==> config.mk <==
export PLATFORM = sky130hd
export DESIGN_NAME = canonical_tetranucleotide_counter_unit
export DESIGN_NICKNAME = d
export VERILOG_FILES = /design/src/rtl/ctnc_pkg.sv /design/src/rtl/ctnc_kmer_front.sv /design/src/rtl/ctnc_bin_store.sv /design/src/rtl/ctnc_divider.sv /design/src/rtl/canonical_tetranucleotide_counter_unit.sv
export SDC_FILE = /design/constraint.sdc
export NUM_CORES = 2
export LEC_CHECK = 0
export ABC_AREA = 1
export BUFFER_PORTS_ARGS = -buffer_cell sky130_fd_sc_hd__clkbuf_2
export CAP_MARGIN = 20
export CORE_UTILIZATION = 55
export CTS_BUF_LIST = sky130_fd_sc_hd__clkbuf_16
export DETAILED_ROUTE_END_ITERATION = 7
export MAX_ROUTING_LAYER = met4
export PLACE_DENSITY = 0.71
export SYNTH_ARGS = -nofsm -noshare
export SYNTH_HDL_FRONTEND = slang
export SYNTH_SLANG_ARGS = --single-unit
export TNS_END_PERCENT = 1
==> constraint.sdc <==
create_clock -name clock -period 20 [get_ports clock]
set_input_delay 4 -clock clock [delete_from_list [all_inputs] [get_ports clock]]
set_output_delay 4 -clock clock [all_outputs]
set_load 0.05 [all_outputs]
==> src/rtl/ctnc_pkg.sv <==
// ----------------------------------------------------------------------------
// Canonical tetranucleotide counter package
// Shared constants, codes, types and the k-mer to bin table.
// ----------------------------------------------------------------------------
package ctnc_pkg;

   // Field and counter widths.
   localparam int COUNT_W   = 12;
   localparam int COUNT_MAX = 4095;
   localparam int NUM_BINS  = 136;
   localparam int BIN_AW    = $clog2(NUM_BINS);
   localparam int KMER_SPAN = 256;
   localparam int QUOT_W    = 16;
   localparam int STEP_W    = $clog2(QUOT_W);

   // Codes of the kind field.
   localparam logic [1:0] KIND_FEED  = 2'd0;
   localparam logic [1:0] KIND_READ  = 2'd1;
   localparam logic [1:0] KIND_CLEAR = 2'd2;

   // Control states of the top level.
   typedef enum logic [2:0] {
      ST_IDLE,
      ST_UPDATE,
      ST_FETCH,
      ST_DIVIDE,
      ST_RESPOND
   } state_type;

   // A completed 4-mer from the front end.
   typedef struct packed {
      logic              hit;
      logic [BIN_AW-1:0] bin;
   } kmer_hit_type;

   // Command to the bin store.
   typedef struct packed {
      logic               clear;
      logic               rd_en;
      logic [BIN_AW-1:0]  rd_addr;
      logic               wr_en;
      logic [BIN_AW-1:0]  wr_addr;
      logic [COUNT_W-1:0] wr_data;
   } store_cmd_type;

   // Command to the frequency divider.
   typedef struct packed {
      logic               start;
      logic [COUNT_W-1:0] numer;
      logic [COUNT_W-1:0] denom;
   } div_cmd_type;

   typedef logic [BIN_AW-1:0] bin_rom_type [KMER_SPAN];

   // Reverse complement of a 4-mer, first base in the high bits.
   function automatic logic [7:0] revcomp4(input logic [7:0] k);
      logic [7:0] r;
      r = '0;
      for (int i = 0; i < 4; i++) begin
         r = {r[5:0], 2'd3 - k[2*i +: 2]};
      end
      return r;
   endfunction

   function automatic logic [7:0] canon4(input logic [7:0] k);
      logic [7:0] r;
      r = revcomp4(k);
      return (r < k) ? r : k;
   endfunction

   // Table from a raw 4-mer to the bin of its canonical form. Bins are
   // numbered in ascending order of canonical value. Built at elaboration.
   function automatic bin_rom_type build_bin_rom();
      bin_rom_type canon_bin;
      bin_rom_type rom;
      int          n;
      n = 0;
      for (int k = 0; k < KMER_SPAN; k++) begin
         canon_bin[k] = '0;
         if (canon4(8'(k)) == 8'(k)) begin
            canon_bin[k] = BIN_AW'(n);
            n++;
         end
      end
      for (int k = 0; k < KMER_SPAN; k++) begin
         rom[k] = canon_bin[canon4(8'(k))];
      end
      return rom;
   endfunction

   localparam bin_rom_type BIN_ROM = build_bin_rom();

endpackage

==> src/rtl/ctnc_kmer_front.sv <==
// ----------------------------------------------------------------------------
// Canonical tetranucleotide counter front end
// Decodes base characters, keeps the run history and maps each 4-mer to its
// canonical bin.
// ----------------------------------------------------------------------------
module ctnc_kmer_front (
   input  logic                  clock,
   input  logic                  reset,
   input  logic                  feed,
   input  logic                  clear,
   input  logic [7:0]            base_char,
   output ctnc_pkg::kmer_hit_type hit
);

   logic [5:0] recent_ff, recent_in;
   logic [1:0] run_ff, run_in;
   logic [1:0] code;
   logic       base_ok;

   // Decode A, C, G and T in either case; anything else breaks the run.
   always_comb begin
      code    = 2'd0;
      base_ok = 1'b1;
      case (base_char)
         "A", "a": code = 2'd0;
         "C", "c": code = 2'd1;
         "G", "g": code = 2'd2;
         "T", "t": code = 2'd3;
         default:  base_ok = 1'b0;
      endcase
   end

   // A 4-mer completes when three valid bases precede this one.
   assign hit.hit = feed && base_ok && (run_ff == 2'd3);
   assign hit.bin = ctnc_pkg::BIN_ROM[{recent_ff, code}];

   // Next history and run length.
   always_comb begin
      recent_in = recent_ff;
      run_in    = run_ff;
      if (clear) begin
         recent_in = '0;
         run_in    = '0;
      end else if (feed) begin
         if (!base_ok) begin
            run_in = '0;
         end else begin
            recent_in = {recent_ff[3:0], code};
            run_in    = (run_ff == 2'd3) ? run_ff : run_ff + 2'd1;
         end
      end
   end

   always_ff @(posedge clock) begin
      if (reset) begin
         recent_ff <= '0;
         run_ff    <= '0;
      end else begin
         recent_ff <= recent_in;
         run_ff    <= run_in;
      end
   end

endmodule

==> src/rtl/ctnc_bin_store.sv <==
// ----------------------------------------------------------------------------
// Canonical tetranucleotide counter bin store
// One synchronous memory of bin counts with a registered read and a valid bit
// per entry, so that a clear needs no pass over the memory.
// ----------------------------------------------------------------------------
module ctnc_bin_store (
   input  logic                             clock,
   input  logic                             reset,
   input  ctnc_pkg::store_cmd_type          cmd,
   output logic [ctnc_pkg::COUNT_W-1:0]     rd_data
);

   logic [ctnc_pkg::COUNT_W-1:0]  bin_mem_ff [ctnc_pkg::NUM_BINS];
   logic [ctnc_pkg::NUM_BINS-1:0] valid_ff;
   logic [ctnc_pkg::COUNT_W-1:0]  rd_data_ff;
   logic                          rd_valid_ff;

   // Memory array: one write port, one registered read port.
   always_ff @(posedge clock) begin
      if (cmd.wr_en) begin
         bin_mem_ff[cmd.wr_addr] <= cmd.wr_data;
      end
      if (cmd.rd_en) begin
         rd_data_ff <= bin_mem_ff[cmd.rd_addr];
      end
   end

   // Valid bits: cleared by reset or a new window, set on a write.
   always_ff @(posedge clock) begin
      if (reset || cmd.clear) begin
         valid_ff    <= '0;
         rd_valid_ff <= 1'b0;
      end else begin
         if (cmd.wr_en) begin
            valid_ff[cmd.wr_addr] <= 1'b1;
         end
         if (cmd.rd_en) begin
            rd_valid_ff <= valid_ff[cmd.rd_addr];
         end
      end
   end

   // An entry never written since the last clear reads as zero.
   assign rd_data = rd_valid_ff ? rd_data_ff : '0;

endmodule

==> src/rtl/ctnc_divider.sv <==
// ----------------------------------------------------------------------------
// Canonical tetranucleotide counter frequency divider
// Restoring divider, one quotient bit per cycle, for count * 65536 / total
// with saturation and a zero total handled at start.
// ----------------------------------------------------------------------------
module ctnc_divider (
   input  logic                            clock,
   input  logic                            reset,
   input  ctnc_pkg::div_cmd_type           cmd,
   output logic                            done,
   output logic [ctnc_pkg::QUOT_W-1:0]     quotient
);

   logic                          busy_ff;
   logic                          done_ff;
   logic [ctnc_pkg::STEP_W-1:0]   step_ff;
   logic [ctnc_pkg::COUNT_W-1:0]  rem_ff, rem_in;
   logic [ctnc_pkg::COUNT_W-1:0]  denom_ff;
   logic [ctnc_pkg::QUOT_W-1:0]   quot_ff;
   logic [ctnc_pkg::COUNT_W:0]    shifted;
   logic [ctnc_pkg::COUNT_W:0]    diff;
   logic                          fits;
   logic                          early;

   // A zero total or a count at or above the total needs no iteration.
   assign early = (cmd.denom == '0) || (cmd.numer >= cmd.denom);

   // One restoring step; the remainder stays below the divisor.
   always_comb begin
      shifted = {rem_ff, 1'b0};
      diff    = shifted - {1'b0, denom_ff};
      fits    = (shifted >= {1'b0, denom_ff});
      rem_in  = fits ? diff[ctnc_pkg::COUNT_W-1:0] : shifted[ctnc_pkg::COUNT_W-1:0];
   end

   // Control: busy flag, step counter and done pulse.
   always_ff @(posedge clock) begin
      if (reset) begin
         busy_ff <= 1'b0;
         done_ff <= 1'b0;
         step_ff <= '0;
      end else begin
         done_ff <= 1'b0;
         if (cmd.start) begin
            step_ff <= '0;
            busy_ff <= !early;
            done_ff <= early;
         end else if (busy_ff) begin
            step_ff <= step_ff + 1'b1;
            if (step_ff == ctnc_pkg::STEP_W'(ctnc_pkg::QUOT_W - 1)) begin
               busy_ff <= 1'b0;
               done_ff <= 1'b1;
            end
         end
      end
   end

   // Datapath registers.
   always_ff @(posedge clock) begin
      if (cmd.start) begin
         denom_ff <= cmd.denom;
         rem_ff   <= cmd.numer;
         if (cmd.denom == '0) begin
            quot_ff <= '0;
         end else if (cmd.numer >= cmd.denom) begin
            quot_ff <= '1;
         end else begin
            quot_ff <= '0;
         end
      end else if (busy_ff) begin
         rem_ff  <= rem_in;
         quot_ff <= {quot_ff[ctnc_pkg::QUOT_W-2:0], fits};
      end
   end

   assign done     = done_ff;
   assign quotient = quot_ff;

   // While iterating, the partial remainder is below the divisor.
   a_rem_below_denom: assert property (@(posedge clock) disable iff (reset)
      busy_ff |-> (rem_ff < denom_ff))
      else $error("divider remainder reached the divisor");

endmodule

==> src/rtl/canonical_tetranucleotide_counter_unit.sv <==
// ----------------------------------------------------------------------------
// Canonical tetranucleotide counter unit
// Counts canonical 4-mers of a base stream into 136 saturating bins and reads
// out one bin with its total and Q0.16 frequency.
// ----------------------------------------------------------------------------
// The unit takes one beat at a time and stalls its request side until that
// beat is finished. For a base beat that completes a 4-mer, the bin count is
// read from the bin store in the accept cycle and written back incremented
// in the next one, in ST_UPDATE. Any other base beat needs no further state.
// A new-window beat needs none either; the bin store clears through per-entry
// valid bits, with no clearing pass. A read beat holds the unit from accept
// until its response beat is taken, through ST_FETCH, ST_DIVIDE and ST_RESPOND;
// the 16 divider steps are skipped when the total is zero or the count reaches
// the total, and ST_RESPOND waits out response stalls. Kind 3 beats are dropped.
module canonical_tetranucleotide_counter_unit (
   input  logic        clock,
   input  logic        reset,
   input  logic        req_valid,
   output logic        req_stall,
   input  logic [1:0]  req_kind,
   input  logic [7:0]  req_base_char,
   input  logic [7:0]  req_bin_index,
   output logic        rsp_valid,
   input  logic        rsp_stall,
   output logic [11:0] rsp_bin_count,
   output logic [11:0] rsp_total_kmers,
   output logic [15:0] rsp_frequency
);

   ctnc_pkg::state_type          state_ff, state_in;
   logic [ctnc_pkg::COUNT_W-1:0] total_ff, total_in;
   logic [ctnc_pkg::BIN_AW-1:0]  upd_addr_ff;
   logic                         idx_ok_ff;
   logic [ctnc_pkg::COUNT_W-1:0] rsp_count_ff;
   logic [ctnc_pkg::QUOT_W-1:0]  rsp_freq_ff;

   logic                         accept;
   logic                         feed_acc;
   logic                         read_acc;
   logic                         clear_acc;
   logic                         idx_ok;
   logic [ctnc_pkg::COUNT_W-1:0] rd_data;
   logic [ctnc_pkg::COUNT_W-1:0] fetch_count;
   logic                         div_done;
   logic [ctnc_pkg::QUOT_W-1:0]  quotient;
   logic                         load_count;
   logic                         load_freq;
   ctnc_pkg::kmer_hit_type       hit;
   ctnc_pkg::store_cmd_type      store_cmd;
   ctnc_pkg::div_cmd_type        div_cmd;

   // Request handshake and beat decode.
   assign req_stall = (state_ff != ctnc_pkg::ST_IDLE);
   assign accept    = req_valid && !req_stall;
   assign feed_acc  = accept && (req_kind == ctnc_pkg::KIND_FEED);
   assign read_acc  = accept && (req_kind == ctnc_pkg::KIND_READ);
   assign clear_acc = accept && (req_kind == ctnc_pkg::KIND_CLEAR);
   assign idx_ok    = (req_bin_index < 8'(ctnc_pkg::NUM_BINS));

   ctnc_kmer_front u_front (
      .clock     (clock),
      .reset     (reset),
      .feed      (feed_acc),
      .clear     (clear_acc),
      .base_char (req_base_char),
      .hit       (hit)
   );

   ctnc_bin_store u_store (
      .clock   (clock),
      .reset   (reset),
      .cmd     (store_cmd),
      .rd_data (rd_data)
   );

   ctnc_divider u_divider (
      .clock    (clock),
      .reset    (reset),
      .cmd      (div_cmd),
      .done     (div_done),
      .quotient (quotient)
   );

   // Next state.
   always_comb begin
      state_in = state_ff;
      case (state_ff)
         ctnc_pkg::ST_IDLE: begin
            if (hit.hit) begin
               state_in = ctnc_pkg::ST_UPDATE;
            end else if (read_acc) begin
               state_in = ctnc_pkg::ST_FETCH;
            end
         end
         ctnc_pkg::ST_UPDATE:  state_in = ctnc_pkg::ST_IDLE;
         ctnc_pkg::ST_FETCH:   state_in = ctnc_pkg::ST_DIVIDE;
         ctnc_pkg::ST_DIVIDE: begin
            if (div_done) begin
               state_in = ctnc_pkg::ST_RESPOND;
            end
         end
         ctnc_pkg::ST_RESPOND: begin
            if (!rsp_stall) begin
               state_in = ctnc_pkg::ST_IDLE;
            end
         end
         default: state_in = ctnc_pkg::ST_IDLE;
      endcase
   end

   // The selected bin reads as zero when its index is out of range.
   assign fetch_count = idx_ok_ff ? rd_data : '0;

   // State outputs: store and divider commands, response loads, total.
   always_comb begin
      store_cmd         = '0;
      store_cmd.clear   = clear_acc;
      store_cmd.wr_addr = upd_addr_ff;
      store_cmd.wr_data = (rd_data == ctnc_pkg::COUNT_W'(ctnc_pkg::COUNT_MAX)) ?
                          rd_data : rd_data + 1'b1;
      div_cmd           = '0;
      div_cmd.numer     = fetch_count;
      div_cmd.denom     = total_ff;
      load_count        = 1'b0;
      load_freq         = 1'b0;
      total_in          = total_ff;
      case (state_ff)
         ctnc_pkg::ST_IDLE: begin
            store_cmd.rd_en   = hit.hit || (read_acc && idx_ok);
            store_cmd.rd_addr = hit.hit ? hit.bin :
                                req_bin_index[ctnc_pkg::BIN_AW-1:0];
            if (clear_acc) begin
               total_in = '0;
            end
         end
         ctnc_pkg::ST_UPDATE: begin
            store_cmd.wr_en = 1'b1;
            if (total_ff != ctnc_pkg::COUNT_W'(ctnc_pkg::COUNT_MAX)) begin
               total_in = total_ff + 1'b1;
            end
         end
         ctnc_pkg::ST_FETCH: begin
            div_cmd.start = 1'b1;
            load_count    = 1'b1;
         end
         ctnc_pkg::ST_DIVIDE: begin
            load_freq = div_done;
         end
         ctnc_pkg::ST_RESPOND: begin
         end
         default: begin
         end
      endcase
   end

   // Control registers.
   always_ff @(posedge clock) begin
      if (reset) begin
         state_ff <= ctnc_pkg::ST_IDLE;
         total_ff <= '0;
      end else begin
         state_ff <= state_in;
         total_ff <= total_in;
      end
   end

   // Datapath registers: update address, index check and response payload.
   always_ff @(posedge clock) begin
      if (accept) begin
         upd_addr_ff <= hit.bin;
         idx_ok_ff   <= idx_ok;
      end
      if (load_count) begin
         rsp_count_ff <= fetch_count;
      end
      if (load_freq) begin
         rsp_freq_ff <= quotient;
      end
   end

   assign rsp_valid       = (state_ff == ctnc_pkg::ST_RESPOND);
   assign rsp_bin_count   = rsp_count_ff;
   assign rsp_total_kmers = total_ff;
   assign rsp_frequency   = rsp_freq_ff;

   // A write-back cycle always follows a completed 4-mer.
   a_update_after_hit: assert property (@(posedge clock) disable iff (reset)
      (state_ff == ctnc_pkg::ST_UPDATE) |-> $past(hit.hit))
      else $error("bin update without a completed 4-mer");

   // No request beat is taken while a response beat is pending.
   a_no_accept_on_rsp: assert property (@(posedge clock) disable iff (reset)
      accept |-> !rsp_valid)
      else $error("request accepted while a response is pending");

   // The total only holds, steps by one or clears.
   a_total_step: assert property (@(posedge clock) disable iff (reset)
      (total_ff == $past(total_ff)) ||
      (total_ff == ctnc_pkg::COUNT_W'($past(total_ff) + 1'b1)) ||
      (total_ff == '0))
      else $error("total count jumped");

endmodule
=== Word level (Yosys, flattened, before mapping) ===
Memory sizes are Yosys's and may differ from the RTL's. A register that Yosys moved wholly into a read port is not among the register bits.
Index checks and enable logic that the tools add are counted.

* Bits in read-only memories: 2048
* Register bits after elaboration: 243
* Memory bits (writable): 1632
* Memories: 2
* Input port bits: 22
* Logic and storage cells: 126
* Output and inout bits: 42

{| class="wikitable"
|+ Memory list
! name !! words !! bits a word !! rd ports !! clocked after memory_dff !! write ports !! RTL line !! text
|-
| (no name shown) || 256 || 8 || 1 || 0 || 0 || ctnc_kmer_front.sv:35 || <nowiki>assign hit.bin = ctnc_pkg::BIN_ROM[{recent_ff, code}];</nowiki>
|-
| u_store.bin_mem_ff || 136 || 12 || 1 || 1 || 1 || ctnc_bin_store.sv:13 || <nowiki>logic [ctnc_pkg::COUNT_W-1:0] bin_mem_ff [ctnc_pkg::NUM_BINS];</nowiki>
|}

* Magnitude comparators: 7
* Add/sub/neg operators: 5
* Equal/unequal tests: 24
* Multiplexer cells: 41
* Bitwise logic cells: 2
* Reduce and logical (&&, ||, !) cells: 29

{| class="wikitable"
|+ Operator list
! cell !! count
|-
| OR 136 bit || 1
|-
| two-way mux 12 bit || 8
|-
| equality test 8 x 7 -> 1 bit (second input constant) || 8
|-
| two-way mux 16 bit || 4
|-
| adder 12 x 1 -> 12 bit (second input constant) || 2
|-
| two-way mux 8 bit || 3
|-
| one-hot mux 12 bit (2 select lines) || 1
|-
| less-than comparator 8 x 9 -> 1 bit (second input constant) || 2
|-
| two-way mux 1 bit || 14
|-
| greater-or-equal comparator 13 x 12 -> 1 bit || 1
|-
| equality test 12 bit (second input constant) || 1
|-
| greater-or-equal comparator 12 bit || 1
|-
| logical NOT 12 bit || 1
|-
| two-way mux 3 bit || 4
|-
| inequality test 12 bit (second input constant) || 1
|-
| one-hot mux 3 bit (4 select lines) || 1
|-
| subtractor 12 bit || 1
|-
| OR reduction 2 bit || 5
|-
| greater-or-equal comparator 9 bit (second input constant) || 1
|-
| two-way mux 9 bit || 1
|-
| inverter 8 -> 9 bit || 1
|-
| binary-select mux 1 bit (select 8 bit) || 1
|-
| demux 1 bit (select 8 bit) || 1
|-
| greater-or-equal comparator 8 x 1 -> 1 bit (second input constant) || 1
|-
| other kinds (24) || 43
|}

=== Depth between registers and ports, before layout ===
* Depth after elaboration: 11
* Mapped depth: 31
* Gate-level depth less buffers: 29

=== By module ===
From an unflattened synthesis, not the netlist that was laid out.

* Cells, all modules: 7294
* Area, all modules: 79999.2 um^2

{| class="wikitable"
|+ By module, submodules not included
! module !! sequential area each (um^2) !! area an instance (um^2) !! times used !! cells an instance
|-
| ctnc_bin_store || 52110.0 || 71713.8 || 1 || 6117
|-
| ctnc_divider || 1321.3 || 3098.0 || 1 || 396
|-
| canonical_tetranucleotide_counter_unit || 1411.4 || 2772.7 || 1 || 330
|-
| ctnc_kmer_front || 160.2 || 2414.8 || 1 || 451
|}

=== Worst setup path before layout ===
OpenSTA, ideal clock, no wires.

* Kind: register to register
* Start: register u_store.rd_valid_ff
* End: memory u_store.bin_mem_ff[0][10] (netlist name), data pin
* Slack: 11.933 ns
* Period minus slack after synthesis: 8.067 ns
* Stages on the path, launching flop included: 11
* Required time: 18.741 ns
* Buffers on the path: 1
* Setup time: 1.259 ns
* Arrival time: 6.808 ns
* Cells stage by stage: dfxtp_1 -> clkbuf_1 -> nand2_1 -> inv_1 -> ha_1 -> nand2_1 -> nor2_1 -> nand2_1 -> nor2_1 -> nand2_1 -> o21ai_0

{| class="wikitable"
|+ RTL lines
! element !! RTL line !! text
|-
| start, declared || ctnc_bin_store.sv:16 || <nowiki>logic rd_valid_ff;</nowiki>
|-
| start signal, assigned || ctnc_bin_store.sv:38 || <nowiki>rd_valid_ff <= valid_ff[cmd.rd_addr];</nowiki>
|-
| end, declared || ctnc_bin_store.sv:13 ||
|}

==> results.json <==
{
  "clk_pin_slew_ns": 0.06,
  "total_power_uw": 11000,
  "crit_path_top_delay_cell": "nand2_4",
  "cts-root-buf": "clkbuf_16",
  "ys.flop_type": "edfxtp_1",
  "finalHoldViolCount": 0,
  "synth_compound_area_frac": 0.0238,
  "die-area_um2": 145000,
  "synth_xor_xnor_area_share": 0.00211,
  "first_global_vias": 50900,
  "area_delta_synth_final_pct": 10.2,
  "cpMostUsedCell": "nand2_1",
  "wl_per_cell_um": 23.2,
  "cts_hold_buffers": 0,
  "cts_buffers": 185,
  "core_um2": 142000,
  "final.fill_count": 11100,
  "grt_pass1_wl_mm": 317,
  "overflow": 0,
  "synth_fa_ha_area_frac": 0.00660,
  "syn_avg_cell_area_um2": 11.1,
  "rsz0062_at_grt": "false",
  "track_usage": 0.297,
  "htreeDepth": 4,
  "fin_cells": 9175,
  "numClockSinks": 1887,
  "vias_per_cell": 6.00,
  "tightest_slew_ns": 1.31,
  "required_ns": 20.69,
  "ys_seq_elements": 1887,
  "antenna_found_initial": 0,
  "worst_hold_slack_ns": 0.433,
  "critical_path_class": "in2reg",
  "fin_worst_skew_ns": 0.0285,
  "drive_above_1_share": 0.0792,
  "postCtsSetupBuffers": 0,
  "chipWidth_um": 381,
  "finalCriticalPeriod_ns": 11.00,
  "ios": 64,
  "synthDistinctLibCells": 63,
  "synth_seq_area_share": 0.697,
  "ys_warn_count": 0,
  "finalSetupViolCount": 0,
  "cts_resized": 0,
  "arrival_ns": 11.69,
  "place_hpwl_mm": 118,
  "synth-edff-count": 1721,
  "worstSkewPairLatency_ns": 0.82,
  "end_kind": "flip-flop",
  "min_path_type": "reg2reg",
  "p_leak_uw": 0.0315,
  "setup_tns_ns": 0,
  "synth_top_family_by_area": "simple AND/OR/NAND/NOR gates",
  "fmax_mhz": 90.9,
  "cpPeakStageDelay_ns": 1.00,
  "ir_drop_v": 0.000102,
  "cts_buffer_depth": 3,
  "antenna_left": 0,
  "drt-total-wl_mm": 213,
  "cts_tree": "built",
  "synth.area.mux_share": 0.000127,
  "vias": 55100,
  "place_inst": 8820,
  "first_pass_iters": 6,
  "power.density_nw_per_um2": 127,
  "synth-simple-area-share": 0.234,
  "async_flop_share": 0,
  "fp-row-count": 138,
  "slew_viol_final": 0,
  "status": "finished clean",
  "drt_iter0_markers": 7353,
  "drc": 0,
  "grt_max_degree": 230,
  "final_nets": 7185,
  "critPathMaxFanout": 229,
  "die_height_um": 381,
  "maxCapViolations": 0,
  "io_buffers": 62,
  "fin_crit_sh": 0.550,
  "cp-start-kind": "input pin",
  "slew_headroom": 0.123,
  "synthCells": 7117,
  "synth_area_um2": 78900,
  "initial_utilization": 0.556,
  "routabilityCongestion": 0.926,
  "syn-num-nets": 7180
}
==> report_power, final <==
group	internal (µW)	total [µW]	switching, µW
clock	1800	3270	1470
combinational	849	3320	2470
sequential	4390	4420	32.1
total	7030	11000	3970
==> Yosys cell counts, types with 2 or more instances <==
library cell | n | area, µm²
o21a_1 | 68 | 510
clkinv_1 | 6 | 22.5
or2_0 | 2 | 12.5
buf_1 | 28 | 105
nor2_1 | 391 | 1470
a31oi_1 | 21 | 131
xor2_1 | 12 | 105
o21ai_0 | 66 | 330
a21oi_1 | 66 | 330
dfxtp_1 | 166 | 3320
nand3_1 | 1737 | 8690
inv_1 | 133 | 499
nor4_1 | 2 | 12.5
nand2_4 | 2 | 22.5
o211ai_1 | 9 | 67.6
a32o_1 | 13 | 130
o311ai_1 | 2 | 17.5
nand3b_1 | 4 | 30.0
nand2_2 | 6 | 37.5
nand3_2 | 3 | 30.0
inv_2 | 10 | 37.5
o2111ai_1 | 2 | 17.5
a211oi_1 | 7 | 52.6
or2_2 | 2 | 12.5
nand2_1 | 2064 | 7750
ha_1 | 40 | 500
nor3_1 | 28 | 140
buf_4 | 86 | 646
xnor2_1 | 7 | 61.3
o31ai_1 | 3 | 22.5
a221oi_1 | 3 | 26.3
o21ai_1 | 5 | 25.0
buf_2 | 221 | 1110
a22oi_1 | 6 | 45.0
o22ai_1 | 4 | 25.0
nand4_1 | 25 | 156
a21o_1 | 2 | 15.0
clkbuf_1 | 115 | 432
nor2_2 | 2 | 12.5
buf_6 | 5 | 56.3
edfxtp_1 | 1721 | 51700
==> path summary, 6_finish.rpt <==
check	startpoint	end	slack, ns	cells after the start
worst min register to register	u_divider.quotient[15]$_DFFE_PP_	rsp_frequency[15]$_DFFE_PP_	0.43	0
worst max register to register	u_front.recent_ff[0]$_SDFFE_PP0P_	u_store.rd_data_ff[0]$_DFFE_PP_	12.50	24
worst max-delay path	req_base_char[2]	u_store.rd_data_ff[11]$_DFFE_PP_	9.00	31
worst min-delay path	u_divider.quotient[15]$_DFFE_PP_	rsp_frequency[15]$_DFFE_PP_	0.43	0
==> cell families (layout without fill, tap and decap cells) <==
kind of cell	count (synthesis)	in the layout
AND/OR/NAND/NOR	4274	4274
flip-flops	1887	1887
buffers and inverters	604	771
AO/OA/AOI/OAI	291	291
adder cells (fa/ha/maj)	41	41
XOR/XNOR	19	19
multiplexers	1	1
other	0	1
==> routing by layer <==
metal | global-route usage | share of wire | vias to the layer above
met5 | - | 0 | -
met4 | 0.102 | 0.035 | 0
met3 | 0.0637 | 0.11 | 431
met2 | 0.446 | 0.46 | 2844
met1 | 0.403 | 0.39 | 26800
li1 | - | - | 25000
==> registers in the layout, indices dropped and copies added (netlist names), 8 cells and up <==
register and cells:
rsp_frequency 16, rsp_bin_count 12, u_divider.quotient 16, rsp_total_kmers 12, u_store.rd_data_ff 12, u_store.valid_ff 136
upd_addr_ff 8, u_store.bin_mem_ff 1632, u_divider.rem_ff 12, u_divider.denom_ff 12
==> worst max-delay path, delay by kind of cell <==
| family | cells | cell delay, ns |
|---|---|---|
| AO/OA/AOI/OAI | 1 | 0.08 |
| buffers and inverters | 6 | 2.04 |
| AND/OR/NAND/NOR | 23 | 4.70 |
| adder cells (fa/ha/maj) | 1 | 0.34 |
==> stage by stage <==
stage | cell area (µm²) | util | setup slack (ns)
floorplan | 78900 | - | 11.93
global placement | 81000 | 0.570 | 8.56
detailed placement | 81200 | 0.572 | 8.53
CTS | 86900 | 0.612 | 9.38
global route | 87000 | 0.613 | 8.70
finish | 87000 | 0.613 | 9.00
==> placed cells by master (no fill, tap or decap), types with 9 or more instances in the layout <==
master / netlist / layout
o21a_1: 68 / 68
inv_1: 133 / 190
buf_4: 86 / 189
nand4_1: 25 / 25
dfxtp_1: 166 / 166
clkinv_1: 6 / 54
edfxtp_1: 1721 / 1721
clkbuf_2: 0 / 62
clkinv_2: 0 / 31
o211ai_1: 9 / 9
a31oi_1: 21 / 21
nor3_1: 28 / 26
ha_1: 40 / 40
clkbuf_16: 0 / 188
nand3_1: 1737 / 1736
o21ai_0: 66 / 64
nand2_1: 2064 / 2060
nor2_1: 391 / 383
a32o_1: 13 / 13
buf_6: 5 / 15
inv_2: 10 / 9
a21oi_1: 66 / 66
nor2_2: 2 / 9
==> area by class of cell <==
type | instances | area [µm²] | share of cell area
Sequential cell | 1887 | 55000 | 0.632
Multi-Input combinational cell | 4626 | 21300 | 0.245
Clock buffer | 188 | 4700 | 0.0541
Tap cell | 1890 | 2360 | 0.0272
Timing Repair Buffer | 273 | 2050 | 0.0236
Clock inverter | 161 | 995 | 0.0114
Inverter | 149 | 569 | 0.00655
Antenna cell | 1 | 2.50 | 0.0000288
No activity file was read; power rests on OpenSTA's default activity.
